File: src/rtl/pfgr_pkg.sv
// Package for the page framebuffer glyph renderer.
// Action codes, field widths and the controller/datapath command and status types.
package pfgr_pkg;

    localparam int ACTION_W = 3;
    localparam int COORD_W  = 16;
    localparam int CODE_W   = 8;
    localparam int FADDR_W  = 13;
    localparam int RADDR_W  = 10;
    localparam int PEN_W    = 16;
    localparam int HEIGHT_W = 7;

    localparam logic [2:0] ACT_CLEAR = 3'd0;
    localparam logic [2:0] ACT_FILL  = 3'd1;
    localparam logic [2:0] ACT_PIXEL = 3'd2;
    localparam logic [2:0] ACT_CHAR  = 3'd3;
    localparam logic [2:0] ACT_LOAD  = 3'd4;
    localparam logic [2:0] ACT_READ  = 3'd5;

    localparam logic [1:0] CFG_FIRST_CHAR   = 2'd0;
    localparam logic [1:0] CFG_CHAR_COUNT   = 2'd1;
    localparam logic [1:0] CFG_GLYPH_HEIGHT = 2'd2;

    localparam logic [7:0] FIRST_CHAR_RST   = 8'd32;
    localparam logic [7:0] CHAR_COUNT_RST   = 8'd224;
    localparam logic [6:0] GLYPH_HEIGHT_RST = 7'd24;

    typedef enum logic [11:0] {
        ST_IDLE   = 12'b000000000001,
        ST_SWEEP  = 12'b000000000010,
        ST_RMW_RD = 12'b000000000100,
        ST_RMW_WR = 12'b000000001000,
        ST_READ   = 12'b000000010000,
        ST_WSUM_A = 12'b000000100000,
        ST_WSUM_D = 12'b000001000000,
        ST_FBYTE  = 12'b000010000000,
        ST_FDATA  = 12'b000100000000,
        ST_PIX    = 12'b001000000000,
        ST_RESULT = 12'b010000000000,
        ST_ROUT   = 12'b100000000000
    } t_state;

    // controller -> datapath
    typedef struct packed {
        logic latch;       // capture the item
        logic sweep_wr;    // write sweep byte at sweep count
        logic sweep_inc;
        logic pix_rd;      // read frame byte for pixel plot
        logic pix_wr;      // or-in pixel bit
        logic rd_frame;    // read frame byte at frame address
        logic font_wr;
        logic wsum_rd;     // read width i
        logic wsum_acc;    // add width term, i++
        logic wsum_done;   // width walk done (unused by the datapath)
        logic byte_rd;     // read next glyph byte
        logic byte_take;   // capture byte
        logic bit_step;    // advance bit/col/row
        logic pen_clear;
        logic pen_add;
        logic res_load;    // load result register
    } t_cmd;

    // datapath -> controller
    typedef struct packed {
        logic [2:0] action;
        logic       sweep_last;
        logic       pix_on;     // pixel in range (for a glyph: and its bit set)
        logic       skip;       // code outside font
        logic       wsum_last;  // i == idx
        logic       rows_done;  // no more pixels
        logic       need_byte;  // bit == 0
        logic       string_start;
    } t_stat;

endpackage

File: src/rtl/pfgr_ctrl.sv
// Controller state machine of the glyph renderer.
// Depends on pfgr_pkg.
module pfgr_ctrl
    import pfgr_pkg::*;
(
    input  logic  i_clk,
    input  logic  i_rst_n,
    input  logic  i_in_valid,
    output logic  o_in_ready,
    output logic  o_out_valid,
    input  logic  i_out_ready,
    input  t_stat i_stat,
    output t_cmd  o_cmd
);
    t_state r_state, n_state;
    logic   r_outv, n_outv;

    // sweep runs after reset as a clear
    always_ff @(posedge i_clk) begin
        if (!i_rst_n) begin
            r_state <= ST_SWEEP;
            r_outv  <= 1'b0;
        end else begin
            r_state <= n_state;
            r_outv  <= n_outv;
        end
    end

    logic r_init;
    always_ff @(posedge i_clk) begin
        if (!i_rst_n) r_init <= 1'b1;
        else if (r_state == ST_SWEEP && i_stat.sweep_last) r_init <= 1'b0;
    end

    assign o_in_ready  = (r_state == ST_IDLE) && !r_outv;
    assign o_out_valid = r_outv;

    always_comb begin
        n_state = r_state;
        n_outv  = r_outv;
        o_cmd   = '0;
        if (r_outv && i_out_ready) n_outv = 1'b0;
        case (r_state)
            ST_IDLE: begin
                if (i_in_valid && !r_outv) begin
                    o_cmd.latch = 1'b1;
                    n_state = ST_ROUT;
                end
            end
            ST_ROUT: begin
                case (i_stat.action)
                    ACT_CLEAR, ACT_FILL: n_state = ST_SWEEP;
                    ACT_PIXEL: n_state = i_stat.pix_on ? ST_RMW_RD : ST_RESULT;
                    ACT_CHAR: begin
                        if (i_stat.string_start) o_cmd.pen_clear = 1'b1;
                        n_state = i_stat.skip ? ST_RESULT : ST_WSUM_A;
                    end
                    ACT_LOAD: begin
                        o_cmd.font_wr = 1'b1;
                        n_state = ST_RESULT;
                    end
                    ACT_READ: begin
                        o_cmd.rd_frame = 1'b1;
                        n_state = ST_READ;
                    end
                    default: n_state = ST_RESULT;
                endcase
            end
            ST_SWEEP: begin
                o_cmd.sweep_wr  = 1'b1;
                o_cmd.sweep_inc = 1'b1;
                if (i_stat.sweep_last) n_state = r_init ? ST_IDLE : ST_RESULT;
            end
            ST_RMW_RD: begin
                o_cmd.pix_rd = 1'b1;
                n_state = ST_RMW_WR;
            end
            ST_RMW_WR: begin
                o_cmd.pix_wr = 1'b1;
                if (i_stat.action == ACT_PIXEL) n_state = ST_RESULT;
                else begin
                    o_cmd.bit_step = 1'b1;
                    n_state = ST_FDATA;
                end
            end
            ST_READ: n_state = ST_RESULT;
            ST_WSUM_A: begin
                o_cmd.wsum_rd = 1'b1;
                n_state = ST_WSUM_D;
            end
            ST_WSUM_D: begin
                if (i_stat.wsum_last) begin
                    o_cmd.wsum_done = 1'b1;
                    n_state = ST_FDATA;
                end else begin
                    o_cmd.wsum_acc = 1'b1;
                    n_state = ST_WSUM_A;
                end
            end
            ST_FDATA: begin
                if (i_stat.rows_done) begin
                    o_cmd.pen_add = 1'b1;
                    n_state = ST_RESULT;
                end else if (i_stat.need_byte) begin
                    o_cmd.byte_rd = 1'b1;
                    n_state = ST_FBYTE;
                end else n_state = ST_PIX;
            end
            ST_FBYTE: begin
                o_cmd.byte_take = 1'b1;
                n_state = ST_PIX;
            end
            ST_PIX: begin
                if (i_stat.pix_on) begin
                    o_cmd.pix_rd = 1'b1;
                    n_state = ST_RMW_WR;
                end else begin
                    o_cmd.bit_step = 1'b1;
                    n_state = ST_FDATA;
                end
            end
            ST_RESULT: begin
                if (!r_outv || i_out_ready) begin
                    o_cmd.res_load = 1'b1;
                    n_outv  = 1'b1;
                    n_state = ST_IDLE;
                end
            end
            default: n_state = ST_IDLE;
        endcase
    end
endmodule

File: config.mk
export PLATFORM = sky130hd
export DESIGN_NAME = pfgr_ctrl
export DESIGN_NICKNAME = d
export VERILOG_FILES = /design/src/rtl/pfgr_pkg.sv /design/src/rtl/pfgr_ctrl.sv
export SDC_FILE = /design/constraint.sdc
export NUM_CORES = 1
export LEC_CHECK = 0
export ABC_AREA = 1
export BUFFER_PORTS_ARGS = -buffer_cell sky130_fd_sc_hd__buf_4
export CELL_PAD_IN_SITES_DETAIL_PLACEMENT = 1
export CELL_PAD_IN_SITES_GLOBAL_PLACEMENT = 1
export CORE_MARGIN = 3
export CORE_UTILIZATION = 26
export CTS_CLUSTER_SIZE = 25
export DETAILED_ROUTE_END_ITERATION = 10
export PLACE_DENSITY = 0.67
export SYNTH_ARGS = -nofsm -noshare
export SYNTH_HDL_FRONTEND = slang
export SYNTH_SLANG_ARGS = --single-unit
File: constraint.sdc
create_clock -name i_clk -period 1.6 [get_ports i_clk]
set_clock_uncertainty 0.1 [all_clocks]
set_input_delay 0.32 -clock i_clk [delete_from_list [all_inputs] [get_ports i_clk]]
set_output_delay 0.32 -clock i_clk [all_outputs]
set_load 0.01 [all_outputs]
==> summary.md, run 1 <==
| Metric | Value |
|---|---|
| Seq/Total Area, Yosys | 0.271 |
| Worst Hold Depth | 2 |
| FF+latch count, synth | 14 |
| IO Port Bufs | 31 |
| Cells after synthesis | 171 |
| Buf/Inv on CP | 2 |
| Hold-fix buffer count after cts | 0 |
| Root buffer cell | clkbuf_8 |
| Critical path's top delay family | simple AND/OR/NAND/NOR gates |
| CTS H-tree depth | 1 |
| Via/cell ratio | 4.63 |
| First-pass GRT wire length | 6.82 mm |
| Crit start category | register |
| Critical path class | reg -> out |
| Final HPWL DP | 3.01 mm |
| Vias in the first global route | 1,487 |
| Vias | 1,316 |
| Run status | complete, but fails checks |
| Net Count, Synth | 185 |
| WP depth | 8 |
| Slowest cell on crit path | dfxtp_2 |
| CTS tree | built |
| Layout cells sized above 1 | 0.534 |
| Worst-path maximum fanout | 7 |
| Final worst-path cycle share | 1.16 |
| Maxcap violations | 0 |
| Max Transition Viols Final | 0 |
| Critical Path, Cell by Cell | nor2_4 > nand2_4 > nor2_8 > nand2_4 > inv_2 > nand3_2 > nor2_1 > buf_4 |
| Worst Setup End Kind | primary output |
| Largest net degree at the start of global routing | 11 |
| Pre-Repair DR Iteration Count | 4 |
| Total track usage | 0.176 |
| RSZ-0062 raised after global routing | yes |
| Design area | 1830 um2 |
| FP Rows | 22 |
| Total grt overflow | 0 |
| Register area | 294 um2 |
| DRC | 0 |
| Hold Path Class | in -> reg |
| Violated checks | setup timing |
| Fmax | 537 MHz |
| Initial Utilization | 0.276 |
| Max incr delay on CP | 0.34 ns |
| Initial antenna violation count | 0 |
| Area leader, netlist | dfxtp_1 |
| DR WL/cell | 14.6 um |
| Worst Path Arrival | 1.44 ns |
| Reg2reg start | r_state[0] |
| Yosys cell types | 28 |
| Most frequent cell after synthesis | nand2_1 |
| Setup Slack @ Placement | -0.0638 ns |
| IO Count | 32 |
| Die footprint | 4770 um2 |
| DP Area | 1450 um2 |
| Min Clock Period, post-route | 1.86 ns |
| Clock-pin slew on the worst setup and hold paths | 0.07 ns |
| Die Ht | 69.1 um |
| Chip width | 69.1 um |
| Slew Limit Headroom | 0.733 |
| Most used flip-flop cell after synthesis | dfxtp_1 |
| Worst-margin pin slew | 0.397 ns |
| Final setup violating endpoints | 19 |
| Num CTS Buffers | 3 |
| YS warnings | 0 |
| Max rail drop VDD | 0.238 mV |
| Synth top area cells | dfxtp_1, nand2_1, inv_1 |
| Syn Area/Cell | 6.05 um2 |
| Top cells by count, synth | nand2_1, inv_1, nor2_1, dfxtp_1, nand3_1 |
| Drt total wl | 4.13 mm |
| RD Place Congestion | 0.812 |
| Synth-to-layout area growth | 76.8% |
| FILL cells | 499 |
| Sink Count | 14 |
| Final WS setup | -0.262 ns |
| Antenna diode count | 0 |
| Register-to-register setup slack | -0.08 ns |
| Reg2reg end | r_state[0] |
| Post-synth EDFFs | 0 |
| Hold_sp | i_stat[2] |
| Power Density | 587 nW/um2 |
| Yosys top cell area share | 0.271 |
| Final-report hold violation count | 0 |
| Crit-path most repeated cell | nand2_4 |
| Async set-or-reset flop fraction in the synthesized netlist | 0 |
| Clock Latency Late Sink | 0.25 ns |
| CP startpoint | r_state[0] |
| Multi-input gate area | 791 um2 |
| Core footprint | 3740 um2 |
| LEAKAGE | 0.973 nW |
| CP endpoint | o_cmd[9] |
| Clk buf depth | 2 |
| Initial drt markers | 34 |
| Worst R2R Path Depth | 12 |
| # nets final | 251 |
| Syn Std Cell Area | 1030 um2 |
| Worst Path Required | 1.18 ns |
| Antenna Violating Nets Remaining | 0 |
-- power by group --
group          leakage, nW  internal (mW)  switching (mW)
combinational        0.826          0.156           0.187
clock               0.0288          0.218           0.138
sequential           0.118          0.362          0.0140
total                0.973          0.736           0.338
-- per-layer routing --
metal,part of all wire,global-route usage
met5,0,0
met4,0.012,0.0759
met3,0.034,0.0262
met2,0.55,0.329
met1,0.40,0.192
-- layout by cell type, fill, tap and decap left out, types with 2 or more instances in the layout --
cell and instances:
a21oi_1 3, buf_4 55, buf_6 7, clkbuf_8 4, dfxtp_1 3, dfxtp_2 11
inv_1 30, inv_2 4, nand2_1 25, nand2_2 7, nand2_4 10, nand3_1 9
nand4_1 4, nor2_1 20, nor2_2 7, nor2_4 9, nor3_1 4, nor3_2 2
nor3_4 2, nor4_1 2, o21ai_0 3
-- metrics by stage --
| step | instances | power [mW] | setup TNS, ns | hold WS [ns] | util |
|---|---|---|---|---|---|
| after floorplan | 171 | 0.530 | 0 | 0.289 | - |
| after global placement | 266 | 0.632 | -0.0477 | 0.370 | 0.387 |
| after detailed placement | 266 | 0.641 | -0.188 | 0.394 | 0.387 |
| after CTS | 282 | 1.03 | -3.15 | 0.152 | 0.461 |
| after global routing | 284 | 1.13 | -5.06 | 0.174 | 0.489 |
| final | 284 | 1.07 | -3.46 | 0.181 | 0.489 |
-- layout make-up --
class,count,area share
multi-input combinational,120,0.432
timing repair buffer,62,0.269
sequential,14,0.161
inverter,36,0.0752
tap,48,0.0328
clock buffer,4,0.0301
-- how the worst min path moves through the flow --
stage	end	slack, ns
3_5_place_dp	r_init	0.39
6_report	r_state[7]	0.18
2_1_floorplan	r_init	0.29
5_1_grt	r_state[7]	0.17
3_3_place_gp	r_init	0.37
4_1_cts	r_state[7]	0.15
-- registers in the layout (all words and copies together), names as in the netlist --
signal,cells
o_out_valid,1
r_state,12
r_init,1
-- timing repair --
item / 4_1_cts / 5_1_grt
buffers inserted: 12 / 2
pin swaps: 18 / 11
endpoints found under the setup margin: 19 / 22
cloned: 0 / 0
gates resized for setup: 44 / 22
-- cells by family after synthesis --
family | synth area share
AND/OR/NAND/NOR | 0.527
buffers and inverters | 0.138
flip-flops | 0.271
AO/OA/AOI/OAI | 0.0641
Note: power is estimated with default switching activity, not from simulation.
==> run 2, diff against run 1 <==
ABC_AREA = default   (was 1)
CORE_ASPECT_RATIO = 0.5   (was default)
PLACE_DENSITY = 0.63   (was 0.67)
==> run 2 against run 1 <==
  * The flow still finishes with violations (setup timing)
  * Highest routed layer is now met5
  * Sequential power barely moved
  * Combinational power rose by 25%
  * Clock-buffer cell count did not move
  * Sequential cell count did not move
  * Final cell count fell by 6.7%
  * Critical path depth did not move
  * Non-clock buffer count rose by 26
  * Sequential share of layout area fell by 2.0 points
  * Routed wire length rose by 37%
  * Largest cell class unchanged
==> summary.md, run 2 <==
| Metric | Value |
|---|---|
| Final HPWL DP | 3.20 mm (+6.3%) |
| Total track usage | 0.204 (+0.0284) |
| Flop pwr share | 0.318 (-0.032) |
| Layout cells sized above 1 | 0.673 (+0.139) |
| Via/cell ratio | 5.29 (+14%) |
| Sink Count | 14 (unchanged) |
| Vias | 1,401 (+6.5%) |
| CP endpoint | o_cmd[5] |
| # nets final | 229 (-8.8%) |
| Reg2reg end | r_state[10] |
| Synth Area in Compound Gates | 0.131 (+0.0670) |
| Antenna diode count | 0 (unchanged) |
| Critical path class | reg -> out |
| Clock share of power | 0.316 (-0.015) |
| Flip-flop count of the largest register after layout | 12 (unchanged) |
| Cells after synthesis | 128 (-25%) |
| FP Rows | 15 (-32%) |
| CTS tree | built |
| Layout Cells excl Fill | 265 (-6.7%) |
| Internal | 0.800 mW (+8.7%) |
| Num CTS Buffers | 3 (unchanged) |
| Largest net degree at the start of global routing | 14 (+3) |
| FILL cells | 427 (-14%) |
| Seq/Total Area, Yosys | 0.264 (-0.00640) |
| Run status | complete, but fails checks |
| Root buffer cell | clkbuf_8 |
| Top cells by count, synth | dfxtp_1, nor2_1, inv_1, nor4_1, and2_1 |
| Final setup violating endpoints | 29 (+10) |
| Max rail drop VDD | 0.270 mV (+14%) |
| Placed Instances | 240 (-9.8%) |
| Reg2reg start | r_state[3] |
| Async set-or-reset flop fraction in the synthesized netlist | 0 (unchanged) |
| Synth-to-layout area growth | 102% |
| Synth top area cells | dfxtp_1, nor4_1, nor2_1 |
| Max Transition Viols Final | 0 (unchanged) |
| Critical path's top delay family | simple AND/OR/NAND/NOR gates |
| IO Count | 32 (unchanged) |
| Hold-fix buffer count after cts | 0 (unchanged) |
| Final WS setup | -0.593 ns (-0.331 ns) |
| Initial Utilization | 0.290 (+0.0132) |
| Post-synthesis xor/xnor area fraction | 0.0413 (+0.0413) |
| Violated checks | setup timing |
| Worst Path Arrival | 1.77 ns (+0.33 ns) |
| Fmax | 456 MHz (-15%) |
| Min Clock Period, post-route | 2.19 ns (+0.331 ns) |
| Yosys top cell area share | 0.264 (-0.00640) |
| Initial antenna violation count | 1 (+1) |
| CP startpoint | r_state[3] |
| Vias in the first global route | 1,394 (-6.3%) |
| RD Place Congestion | 0.841 (+3.6%) |
| Die footprint | 4920 um2 (+3.2%) |
| DR WL/cell | 21.3 um (+47%) |
| Register-to-register setup slack | -0.49 ns (-0.41 ns) |
| Worst Path Required | 1.18 ns (about the same) |
| Final-report hold violation count | 0 (unchanged) |
| Total grt overflow | 0 (unchanged) |
| RSZ-0062 raised after global routing | yes |
| Post-synth EDFFs | 0 (unchanged) |
| Critical Path, Cell by Cell | nor4_4 > and2_4 > buf_6 > buf_12 > nand2_4 > nor2_4 > and2_4 > buf_6 |
| Most frequent cells in the layout | buf_4, buf_6, nor2_1, nand4_1, inv_1 |
| Clock-pin slew on the worst setup and hold paths | 0.07 ns (about the same) |
| Clk buf depth | 2 (unchanged) |
| IO Port Bufs | 31 (unchanged) |
| Most used flip-flop cell after synthesis | dfxtp_1 |
| Synth Area in Adders | 0 (unchanged) |
| Core footprint | 3660 um2 (-2.2%) |
| Max incr delay on CP | 0.34 ns (about the same) |
| Worst Setup End Kind | primary output |
| Final worst-path cycle share | 1.37 (+0.207) |
| Post-layout util | 0.585 (+0.0963) |
| Syn Area/Cell | 8.28 um2 (+37%) |
| Pre-Repair DR Iteration Count | 4 (unchanged) |
| Drt total wl | 5.65 mm (+37%) |
| Post-synthesis mux area share | 0 (unchanged) |
| First-pass GRT wire length | 7.43 mm (+9.0%) |
| Sw Ratio | 0.317 (+0.00232) |
| WP depth | 8 (unchanged) |
| Most frequent cell after synthesis | dfxtp_1 |
| Die Ht | 51.1 um (-26%) |
| FF+latch count, synth | 14 (unchanged) |
| Area leader, netlist | dfxtp_1 |
| Most common cell after layout, fill and taps aside | buf_4 |
| Simple-Gate Fraction of Synth Area | 0.485 (-0.0420) |
| Clock Latency Late Sink | 0.26 ns (about the same) |
| Maxcap violations | 0 (unchanged) |
| Most flop-heavy register | r_state |
| Slew Limit Headroom | 0.683 (-0.0504) |
| Worst-margin pin slew | 0.471 ns (+0.0737 ns) |
| Buf/Inv on CP | 3 (+1) |
| Switch Pwr | 0.371 mW (+9.8%) |
| CTS H-tree depth | 1 (unchanged) |
| Syn Std Cell Area | 1060 um2 (+2.4%) |
| YS warnings | 0 (unchanged) |
| Comb pwr share | 0.366 (+0.047) |
| Worst R2R Path Depth | 10 (-2) |
| DRC | 0 (unchanged) |
| Yosys cell types | 42 (+50%) |
| Initial drt markers | 56 (+65%) |
| Slowest cell on crit path | dfxtp_2 |
| Hold Path Class | in -> reg |
| Crit start category | register |
| Chip width | 96.3 um (+39%) |
| Antenna Violating Nets Remaining | 0 (unchanged) |
| Setup Slack @ Placement | -0.440 ns (-0.376 ns) |
| Worst-path maximum fanout | 3 (-4) |
| Largest family of logic cells by synthesized area | simple AND/OR/NAND/NOR gates |
| Power Density | 547 nW/um2 (-6.8%) |
| LEAKAGE | 0.964 nW (-0.89%) |
| Net Count, Synth | 142 (-23%) |
## run 2: logic make-up after synthesis
logic type      count (synthesis)
simple gates                   76
compound gates                 19
flops                          14
buf+inv                        14
xor+xnor                        5
## run 2: layer usage
layer	part of all wire	track usage	up-vias
met5	0.0021	0	-
li1	-	-	639
met4	0.024	0.0721	2
met2	0.47	0.341	50
met1	0.42	0.256	695
met3	0.078	0.0500	15
## run 2: worst reg2reg max path, cell delays in order (launching register included)
cell and delay, ns:
dfxtp_2 0.34, buf_4 0.13, buf_4 0.16, nor2b_1 0.16
nand4_1 0.16, buf_4 0.15, inv_4 0.03, buf_4 0.11
buf_4 0.12, a211o_1 0.28, o221a_1 0.24
## run 2: layout make-up
| type | instances | area [um2] | share of cell area |
|---|---|---|---|
| Multi-Input combinational cell | 100 | 930 | 0.434 |
| Timing Repair Buffer | 88 | 756 | 0.353 |
| Sequential cell | 14 | 302 | 0.141 |
| Tap cell | 51 | 63.8 | 0.0298 |
| Clock buffer | 4 | 55.1 | 0.0257 |
| Inverter | 8 | 35.0 | 0.0164 |
## run 2: worst min-delay path by stage
stage                    from          to  slack [ns]  cells past startpoint
CTS                 i_stat[1]  r_state[7]        0.22                      2
floorplan           i_stat[5]  r_state[2]        0.35                      2
detailed placement     r_init      r_init        0.39                      2
global placement       r_init      r_init        0.37                      2
global route          i_rst_n      r_init        0.24                      2
finish                i_rst_n      r_init        0.24                      2
## run 2: power by group through the flow
| stage | Combinational [mW] | Sequential, mW | Clock (mW) |
|---|---|---|---|
| floorplan | 0.143 | 0.381 | 0 |
| global placement | 0.271 | 0.375 | 0 |
| detailed placement | 0.275 | 0.377 | 0 |
| CTS | 0.353 | 0.369 | 0.373 |
| global route | 0.456 | 0.373 | 0.401 |
| finish | 0.428 | 0.373 | 0.370 |
## run 2: through the flow
step	hold WS, ns	TNS [ns]	instance area [um2]	power, mW
2_1_floorplan	0.346	-2.97	1140	0.524
3_3_place_gp	0.372	-5.32	1650	0.646
3_5_place_dp	0.391	-6.07	1650	0.652
4_1_cts	0.223	-8.59	1950	1.10
5_1_grt	0.237	-13.69	2140	1.23
6_report	0.239	-11.03	2140	1.17
## run 2: what timing repair did
item,in CTS,in global routing
endpoints found under the setup margin,27,28
hold endpoints to repair,0,0
buffers inserted,15,13
cloned,0,0
pin swaps,23,20
resized for setup,43,30
